===== config.mk =====
export PLATFORM = sky130hd
export DESIGN_NAME = zero_run_length_decoder
export DESIGN_NICKNAME = d
export VERILOG_FILES = /design/src/design/zrld_pkg.sv /design/src/design/zrld_run_ctr.sv /design/src/design/zero_run_length_decoder.sv
export SDC_FILE = /design/constraint.sdc
export NUM_CORES = 1
export LEC_CHECK = 0
export BUFFER_PORTS_ARGS = -buffer_cell sky130_fd_sc_hd__buf_4
export CORE_MARGIN = 2
export CORE_UTILIZATION = 30
export DETAILED_ROUTE_END_ITERATION = 7
export HOLD_SLACK_MARGIN = 0.03
export PLACE_DENSITY = 0.51
export SYNTH_ARGS = -nofsm -noshare
export SYNTH_HDL_FRONTEND = slang
export SYNTH_HIERARCHICAL = 1
export SYNTH_SLANG_ARGS = --single-unit

===== constraint.sdc =====
create_clock -name clk -period 8.35 [get_ports clk]
set_input_delay 0.835 -clock clk [delete_from_list [all_inputs] [get_ports clk]]
set_output_delay 0.835 -clock clk [all_outputs]
set_load 0.02 [all_outputs]

===== src/design/zrld_pkg.sv =====
// Shared constants and control types for the zero-run-length decoder.
package zrld_pkg;

  localparam int BLOCK_LEN_DEF = 64;
  localparam int WORD_W        = 16;

  // Commands from the top level to the run counter, one cycle each.
  typedef struct packed {
    logic load_coeff;  // a coefficient transaction left: count it
    logic load_run;    // a run word arrived: set up the zero sequence
    logic emit;        // one inserted zero left toward the output register
  } ctr_cmd_t;

  // Status from the run counter.
  typedef struct packed {
    logic busy;        // zeros still to go out for the current run word
    logic last;        // the next zero is the final one of this run word
  } ctr_sts_t;

endpackage


===== src/design/zrld_run_ctr.sv =====
// Run counter: block fill count (saturating incrementer) and remaining-zero count (down counter).
module zrld_run_ctr #(
  parameter int BLOCK_LEN = zrld_pkg::BLOCK_LEN_DEF
) (
  input  logic                               clk,
  input  logic                               rst_n,
  input  zrld_pkg::ctr_cmd_t                 cmd,
  input  logic signed [zrld_pkg::WORD_W-1:0] run_word,
  output zrld_pkg::ctr_sts_t                 sts
);

  localparam int CNT_W = $clog2(BLOCK_LEN + 1);
  localparam logic [CNT_W-1:0] FULL = CNT_W'(BLOCK_LEN);
  localparam logic signed [zrld_pkg::WORD_W-1:0] RUN_END = zrld_pkg::WORD_W'(BLOCK_LEN - 1);

  logic [CNT_W-1:0] count_r, count_nxt;
  logic [CNT_W-1:0] remain_r, remain_nxt;
  logic             end_r, end_nxt;
  logic [CNT_W-1:0] count_inc;

  // Saturating bump of the block fill count.
  assign count_inc = (count_r < FULL) ? count_r + CNT_W'(1) : count_r;

  always_comb begin
    count_nxt  = count_r;
    remain_nxt = remain_r;
    end_nxt    = end_r;
    if (cmd.load_coeff) begin
      count_nxt = count_inc;
    end else if (cmd.load_run) begin
      if (run_word <= 0) begin
        remain_nxt = '0;
        end_nxt    = 1'b0;
      end else if (run_word < RUN_END) begin
        remain_nxt = run_word[CNT_W-1:0];
        end_nxt    = 1'b0;
      end else begin
        // Fill the rest of the block; clear at once if already full.
        remain_nxt = FULL - count_r;
        end_nxt    = 1'b1;
        if (count_r == FULL) begin
          count_nxt = '0;
        end
      end
    end else if (cmd.emit) begin
      remain_nxt = remain_r - CNT_W'(1);
      if (end_r && (remain_r == CNT_W'(1))) begin
        count_nxt = '0;
      end else begin
        count_nxt = count_inc;
      end
    end
  end

  always_ff @(posedge clk) begin
    if (!rst_n) begin
      count_r  <= '0;
      remain_r <= '0;
      end_r    <= 1'b0;
    end else begin
      count_r  <= count_nxt;
      remain_r <= remain_nxt;
      end_r    <= end_nxt;
    end
  end

  assign sts.busy = (remain_r != '0);
  assign sts.last = (remain_r == CNT_W'(1));

endmodule


===== src/design/zero_run_length_decoder.sv =====
// Top level of the zero-run-length decoder.
// Words arrive alternately as a coefficient and a zero-run length, starting with a
// coefficient after reset. A coefficient leaves as one result with last_of_run set.
// A run word inserts 1 to BLOCK_LEN-2 zeros for a short run, or enough zeros to
// complete BLOCK_LEN values for a run of BLOCK_LEN-1 or more (which also ends the
// block). A run of zero or a negative run gives no result. The zeros come one per
// cycle, while the output is not stalled, from a single down counter in the run
// counter, and in_ready stays low until the last one has been loaded into the output
// register. A word is taken only while the output register is empty or draining in
// that same cycle, so a result that waits on out_ready also holds off the next word.
module zero_run_length_decoder #(
  parameter int BLOCK_LEN = zrld_pkg::BLOCK_LEN_DEF
) (
  input  logic                               clk,
  input  logic                               rst_n,
  input  logic                               in_valid,
  output logic                               in_ready,
  input  logic signed [zrld_pkg::WORD_W-1:0] in_word_in,
  output logic                               out_valid,
  input  logic                               out_ready,
  output logic signed [zrld_pkg::WORD_W-1:0] out_coeff_out,
  output logic                               out_last_of_run
);

  logic                               expect_run_r, expect_run_nxt;
  logic                               out_valid_r, out_valid_nxt;
  logic signed [zrld_pkg::WORD_W-1:0] out_coeff_r, out_coeff_nxt;
  logic                               out_last_r, out_last_nxt;
  logic                               out_free;
  logic                               in_fire;
  zrld_pkg::ctr_cmd_t                 cmd;
  zrld_pkg::ctr_sts_t                 sts;

  // The output register can take a new result when empty or being drained.
  assign out_free = !out_valid_r || out_ready;
  // Take a word only when no zeros are pending and the output slot is free.
  assign in_ready = !sts.busy && out_free;
  assign in_fire  = in_valid && in_ready;

  always_comb begin
    expect_run_nxt = expect_run_r;
    out_valid_nxt  = out_valid_r && !out_ready;
    out_coeff_nxt  = out_coeff_r;
    out_last_nxt   = out_last_r;
    cmd            = '0;
    if (in_fire) begin
      if (!expect_run_r) begin
        // Pass the coefficient straight to the output register.
        out_valid_nxt  = 1'b1;
        out_coeff_nxt  = in_word_in;
        out_last_nxt   = 1'b1;
        cmd.load_coeff = 1'b1;
        expect_run_nxt = 1'b1;
      end else begin
        // Hand the run length to the counter; zeros follow once it is loaded and the output slot is free.
        cmd.load_run   = 1'b1;
        expect_run_nxt = 1'b0;
      end
    end else if (sts.busy && out_free) begin
      // Advance the run: push one inserted zero.
      out_valid_nxt = 1'b1;
      out_coeff_nxt = '0;
      out_last_nxt  = sts.last;
      cmd.emit      = 1'b1;
    end
  end

  always_ff @(posedge clk) begin
    if (!rst_n) begin
      expect_run_r <= 1'b0;
      out_valid_r  <= 1'b0;
    end else begin
      expect_run_r <= expect_run_nxt;
      out_valid_r  <= out_valid_nxt;
    end
  end

  // Hold payload without reset; it is qualified by out_valid_r.
  always_ff @(posedge clk) begin
    out_coeff_r <= out_coeff_nxt;
    out_last_r  <= out_last_nxt;
  end

  zrld_run_ctr #(
    .BLOCK_LEN(BLOCK_LEN)
  ) u_run_ctr (
    .clk      (clk),
    .rst_n    (rst_n),
    .cmd      (cmd),
    .run_word (in_word_in),
    .sts      (sts)
  );

  assign out_valid       = out_valid_r;
  assign out_coeff_out   = out_coeff_r;
  assign out_last_of_run = out_last_r;

endmodule

## After elaboration in Yosys (flattened, before gate mapping)

Cells that the tools add are included.
Widths: inputs -> output; s select.

| operators by class | value |
|---|---|
| $add $sub $neg | 3 |
| multiply operators | 0 |
| divide/modulo/power cells | 0 |
| magnitude comparators | 3 |
| equal/unequal tests | 6 |
| shift operators | 0 |
| muxes and demuxes | 28 |
| bitwise logic cells | 1 |
| reductions and logical operators | 17 |

Operators with widths:

| operator | number |
|---|---|
| $mux 7 | 12 |
| $mux 16 | 3 |
| $le 16x1->1 const B | 1 |
| $lt 16x7->1 const B | 1 |
| $mux 1 | 12 |
| $add 7x1->7 const B | 1 |
| $eq 7x1->1 const B | 1 |
| $eq 7x7->1 const B | 1 |
| $lt 7x7->1 const B | 1 |
| $reduce_bool 7->1 | 1 |
| $sub 7x1->7 const B | 1 |
| $sub 7x7->7 const A | 1 |
| $ne 3x3->1 const B | 2 |
| $reduce_and 2->1 | 3 |
| $logic_and 1x1->1 | 5 |
| $reduce_and 4->1 | 1 |
| $reduce_bool 2->1 | 2 |
| $logic_not 1->1 | 3 |
| $ne 3x1->1 const B | 1 |
| $reduce_bool 3->1 | 1 |
| $mux 2 | 1 |
| $ne 2x2->1 const B | 1 |
| $logic_or 1x1->1 | 1 |
| $not 1->1 | 1 |

| word-level totals | value |
|---|---|
| register bits after elaboration | 34 |
| bits in latches | 0 |
| memory bits (writable) | 0 |
| ROM bits | 0 |
| input bits | 20 |
| output and inout bits | 19 |
| logic and storage cells | 65 |
| memories kept | 0 |

## Longest topological paths before layout

| logic depth | value |
|---|---|
| depth after elaboration | 8 |
| depth in mapped cells | 12 |
| mapped depth without buffers | 10 |

## Modules after synthesis

The synthesis kept the hierarchy.

By module, submodules not included:

| module | times used | cells an instance | area each (um2) | seq. area each (um2) |
|---|---|---|---|---|
| zrld_run_ctr | 1 | 141 | 1118.6 | 300.3 |
| zero_run_length_decoder | 1 | 51 | 787.0 | 550.5 |

## Worst setup path after synthesis

Ideal clock, no wire load.

| timing path | value |
|---|---|
| path type | reg2reg |
| start | register u_run_ctr.remain_r[3] |
| end | register u_run_ctr.count_r[0] |
| setup time | 0.115 ns |
| arrival time | 2.861 ns |
| data required time | 8.235 ns |
| setup slack | 5.374 ns |
| cell stages (with the launch flop) | 11 |
| buffers on the path | 1 |
| clock period less this slack | 2.976 ns |
| cells stage by stage | dfxtp_1 nor3_1 nand3_1 nor2_1 and3_1 clkbuf_1 inv_1 o41ai_4 nor2_1 o41a_1 and2_1 |

RTL lines:

| element | line | text |
|---|---|---|
| start, declared | zrld_run_ctr.sv:17 | `logic [CNT_W-1:0] remain_r, remain_nxt;` |
| start signal, assigned | zrld_run_ctr.sv:62 | `remain_r <= remain_nxt;` |
| end signal, assigned | zrld_run_ctr.sv:61 | `count_r <= count_nxt;` |
| end, declared | zrld_run_ctr.sv:16 | `logic [CNT_W-1:0] count_r, count_nxt;` |

==> report_table.html <==
<table>
<tr><th>Metric</th><th>Value</th></tr>
<tr><th colspan="2">Outcome</th></tr>
<tr><td>Outcome</td><td>finished, final reports clean</td></tr>
<tr><th colspan="2">Cells and area</th></tr>
<tr><td>Net count of the finished layout</td><td>257</td></tr>
<tr><td>Layout cell share with drive strength beyond 1</td><td>29.6%</td></tr>
<tr><td>Combined area of the multi-input logic cells</td><td>981 um2</td></tr>
<tr><td>Area growth from synthesis to final layout</td><td>22.6%</td></tr>
<tr><td>Count of inserted antenna diode cells</td><td>0</td></tr>
<tr><td>Number of fill cells</td><td>641</td></tr>
<tr><td>Flip-flop and latch area</td><td>851 um2</td></tr>
<tr><td>Final non-filler cell total</td><td>310</td></tr>
<tr><th colspan="2">Floorplan</th></tr>
<tr><td>Top-level I/O count</td><td>39</td></tr>
<tr><td>Die outline width</td><td>83.7 um</td></tr>
<tr><td>DIE HEIGHT</td><td>83.7 um</td></tr>
<tr><td>Floorplan die area</td><td>7010 um2</td></tr>
<tr><td>Initial Util</td><td>30.5%</td></tr>
<tr><td>Number of core rows</td><td>29</td></tr>
<tr><td>Placeable core region</td><td>6240 um2</td></tr>
<tr><th colspan="2">Clock tree</th></tr>
<tr><td>Htree depth</td><td>2</td></tr>
<tr><td>CTS tree</td><td>done</td></tr>
<tr><td>Later-pin clock latency in the skew report</td><td>280 ps</td></tr>
<tr><td>Master cell of the clock root buffer</td><td>clkbuf_8</td></tr>
<tr><td>CTS Buffer Depth</td><td>2</td></tr>
<tr><td>Number of buffers inserted by post-CTS setup repair</td><td>0</td></tr>
<tr><td>Count of instances resized after the clock tree is built</td><td>0</td></tr>
<tr><td>Number of clock buffers inserted by TritonCTS</td><td>5</td></tr>
<tr><td>Clock slew seen by the registers of the worst setup and hold paths</td><td>70 ps</td></tr>
<tr><td>CTS sink cnt</td><td>34</td></tr>
<tr><td>Post-cts hold buffer count</td><td>0</td></tr>
<tr><th colspan="2">Logic synthesis</th></tr>
<tr><td>Cell with the most instances after synthesis</td><td>nor2_1</td></tr>
<tr><td>Synthesized cell area</td><td>1910 um2</td></tr>
<tr><td>Count of state elements after synthesis</td><td>34</td></tr>
<tr><td>Dominant synthesized flop cell</td><td>edfxtp_1</td></tr>
<tr><td>Top cells by area, synth</td><td>edfxtp_1 27%, dfxtp_1 18%, and2_2 5.5%, nor2_1 3.9%, mux2i_1 3.7%</td></tr>
<tr><td>Most numerous cell types in the synthesized netlist</td><td>20 x nor2_1, 17 x dfxtp_1, 17 x edfxtp_1, 14 x and2_2, 10 x o21ai_0</td></tr>
<tr><td>Post-synth EDFFs</td><td>17</td></tr>
<tr><td>Number of distinct library cell variants in the gate-level netlist after synthesis</td><td>46</td></tr>
<tr><td>Async S/R FF share, synth</td><td>0%</td></tr>
<tr><td>Number of instances in the synthesized netlist</td><td>192</td></tr>
<tr><td>Cell type contributing the most total cell area after synthesis</td><td>edfxtp_1</td></tr>
<tr><td>Synthesized netlist net count</td><td>217</td></tr>
<tr><td>Area fraction of the dominant cell type after synthesis</td><td>26.8%</td></tr>
<tr><td>Portion of the post-synthesis area used by sequential elements</td><td>44.6%</td></tr>
<tr><td>Synthesized area per cell</td><td>9.92 um2</td></tr>
<tr><td>Ys Warns</td><td>6</td></tr>
<tr><th colspan="2">Worst setup path</th></tr>
<tr><td>CP Launch Type</td><td>flop</td></tr>
<tr><td>Critical Path AT</td><td>3280 ps</td></tr>
<tr><td>Worst endpoint required time</td><td>8510 ps</td></tr>
<tr><td>Max Fanout on Critical Path</td><td>19</td></tr>
<tr><td>Nature of the critical path endpoint</td><td>flop</td></tr>
<tr><td>Critical path class</td><td>flop to flop</td></tr>
<tr><td>R2r worst-path depth</td><td>9</td></tr>
<tr><th colspan="2">Routing</th></tr>
<tr><td>First-pass detailed-route iteration total</td><td>4</td></tr>
<tr><td>Vias per std cell</td><td>4.84</td></tr>
<tr><td>Final routed DRC violation total</td><td>0</td></tr>
<tr><td>Iteration-0 DRC Markers</td><td>61</td></tr>
<tr><td>Drt wl/cell</td><td>13.1 um</td></tr>
<tr><td>Remaining antenna violation count after routing</td><td>0</td></tr>
<tr><td>Detailed-route via count</td><td>1501</td></tr>
<tr><td>Total length of routed wires</td><td>4050 um</td></tr>
<tr><th colspan="2">Worst hold path</th></tr>
<tr><td>Worst hold path type</td><td>flop to flop</td></tr>
<tr><td>Instance count along the most critical hold path</td><td>2</td></tr>
<tr><th colspan="2">STA</th></tr>
<tr><td>Final WS setup</td><td>5220 ps</td></tr>
<tr><td>Max Clock Freq</td><td>320 MHz</td></tr>
<tr><td>Summed negative setup slack over all endpoints</td><td>0 ps</td></tr>
<tr><td>Normalized max-slew margin</td><td>60.3%</td></tr>
<tr><td>Final Critical Period</td><td>3130 ps</td></tr>
<tr><td>Final Hold Slack</td><td>474 ps</td></tr>
<tr><td>Measured slew at the worst slew-check pin</td><td>595 ps</td></tr>
<tr><td>Final worst-path cycle share</td><td>37.4%</td></tr>
<tr><td>Unrepaired setup endpoints after global routing</td><td>no</td></tr>
<tr><td>Final hold vios</td><td>0</td></tr>
<tr><td>Final count of pins violating max slew</td><td>0</td></tr>
<tr><td>Setup violators final</td><td>0</td></tr>
<tr><td>Worst clock skew</td><td>6.07 ps</td></tr>
<tr><th colspan="2">Placed design</th></tr>
<tr><td>Cell count after placement</td><td>302</td></tr>
<tr><td>Post-placement setup slack</td><td>5260 ps</td></tr>
<tr><td>RePlAce Congestion</td><td>0.909</td></tr>
<tr><td>Count of port buffers added during placement</td><td>38</td></tr>
<tr><td>Detailed placer's ending HPWL</td><td>3150 um</td></tr>
<tr><th colspan="2">Power</th></tr>
<tr><td>Clock network fraction of total power</td><td>13.5%</td></tr>
<tr><td>Leak</td><td>0.940 nW</td></tr>
<tr><td>Part of the total power dissipated in combinational logic</td><td>53.3%</td></tr>
<tr><td>Final Power</td><td>0.000859 W</td></tr>
<tr><td>Maximum ir drop on the vdd rail</td><td>0.137 mV</td></tr>
<tr><td>Switching Power</td><td>0.000354 W</td></tr>
<tr><td>Switching power share of the total</td><td>41.2%</td></tr>
<tr><td>Sequential group share of total power</td><td>33.2%</td></tr>
<tr><td>Cell internal power dissipation</td><td>0.000505 W</td></tr>
<tr><td>Power density relative to cell area</td><td>368 nW/um2</td></tr>
<tr><th colspan="2">Global routing</th></tr>
<tr><td>Number of antenna violations at the first check in global routing</td><td>0</td></tr>
<tr><td>Wire length of the first global-routing pass</td><td>6670 um</td></tr>
<tr><td>Largest net degree at the start of global routing</td><td>20</td></tr>
<tr><td>Global Route Usage Sum</td><td>12.0%</td></tr>
<tr><td>Via count of the first global-routing pass</td><td>1393</td></tr>
<tr><td>Total congestion overflow</td><td>0</td></tr>
<tr><th colspan="2">Job</th></tr>
<tr><td>Max-cap violation count</td><td>0</td></tr>
</table>
[cell usage in the layout (no fill, tap or decap), types with 2 or more instances in the layout]
master and instances:
dfxtp_1 17, xnor2_1 6, o22ai_1 3, and2_1 7
a21boi_1 2, o211ai_1 2, o41a_1 2, nand4_1 2
ha_1 5, inv_1 9, mux2i_1 7, buf_4 39
clkbuf_8 5, o21a_1 2, a21oi_1 8, and2_2 14
nor2b_1 2, nand2b_1 5, nand3_1 3, edfxtp_1 17
nand2_1 9, o21ai_0 10, o2111ai_1 2, and3_1 2
nor2_1 20, or3_1 4, nor3_1 5, nor4_1 4
[final timing paths]
kind / start / endpoint / slack [ps]
setup / recovery: u_run_ctr/remain_r[3] / u_run_ctr/remain_r[5] / 5220
hold / removal: expect_run_r / expect_run_r / 470
setup reg to reg: u_run_ctr/remain_r[3] / u_run_ctr/remain_r[5] / 5220
hold reg to reg: expect_run_r / expect_run_r / 470
[through the flow]
stage,utilization [%],area [um2]
floorplan,-,1910
global placement,36.1,2250
detailed placement,36.1,2250
CTS,37.4,2340
global route,37.4,2340
finish,37.4,2340
[sequential cells by signal, summed over array words and instances, names as in the netlist]
signal and count:
u_run_ctr/count_r 7, out_coeff_out 16, out_last_of_run 1, u_run_ctr/remain_r 7
expect_run_r 1, out_valid 1, u_run_ctr/end_r 1
[critical path, stage by stage, from the launching register on]
cell and delay [ps]:
dfxtp_1 360, nor3_1 400, nand3_1 280, nor3b_4 590, and2_1 460, o21bai_1 270
nand2b_1 230, nor2b_1 90, a21bo_2 210, o2bb2ai_1 110
[cells by family after synthesis]
| logic type | Yosys count | synth area share, % |
|---|---|---|
| muxes | 7 | 3.68 |
| and+or+nand+nor | 83 | 25.5 |
| adders and majority gates | 5 | 3.28 |
| xor gates and xnor gates | 7 | 3.22 |
| DFF | 34 | 44.6 |
| buffers and inverters | 15 | 3.87 |
| AOI/OAI and AO/OA | 41 | 15.8 |
[routing by layer]
| metal | global-route usage, % | part of all wire, % |
|---|---|---|
| met1 | 16.0 | 48 |
| met2 | 18.0 | 45 |
| met3 | 3.26 | 4.7 |
| met4 | 5.43 | 2.5 |
| met5 | 0 | 0 |
[power by group through the flow]
| stage | combinational, W | sequential (W) | clock, W |
|---|---|---|---|
| after floorplan | 0.000278 | 0.000336 | 0 |
| after global placement | 0.000461 | 0.000290 | 0 |
| after detailed placement | 0.000458 | 0.000290 | 0 |
| after CTS | 0.000461 | 0.000286 | 0.000119 |
| after global routing | 0.000510 | 0.000293 | 0.000127 |
| final | 0.000458 | 0.000285 | 0.000116 |
[final cells by class]
cell class	instances	share of cell area, %
Inverter	9	1.45
Timing Repair Buffer	39	12.5
Tap cell	77	4.12
Sequential cell	34	36.4
Multi-Input combinational cell	143	42.0
Clock buffer	6	3.11
Clock inverter	2	0.375
Power figures use the tool's default switching activity.
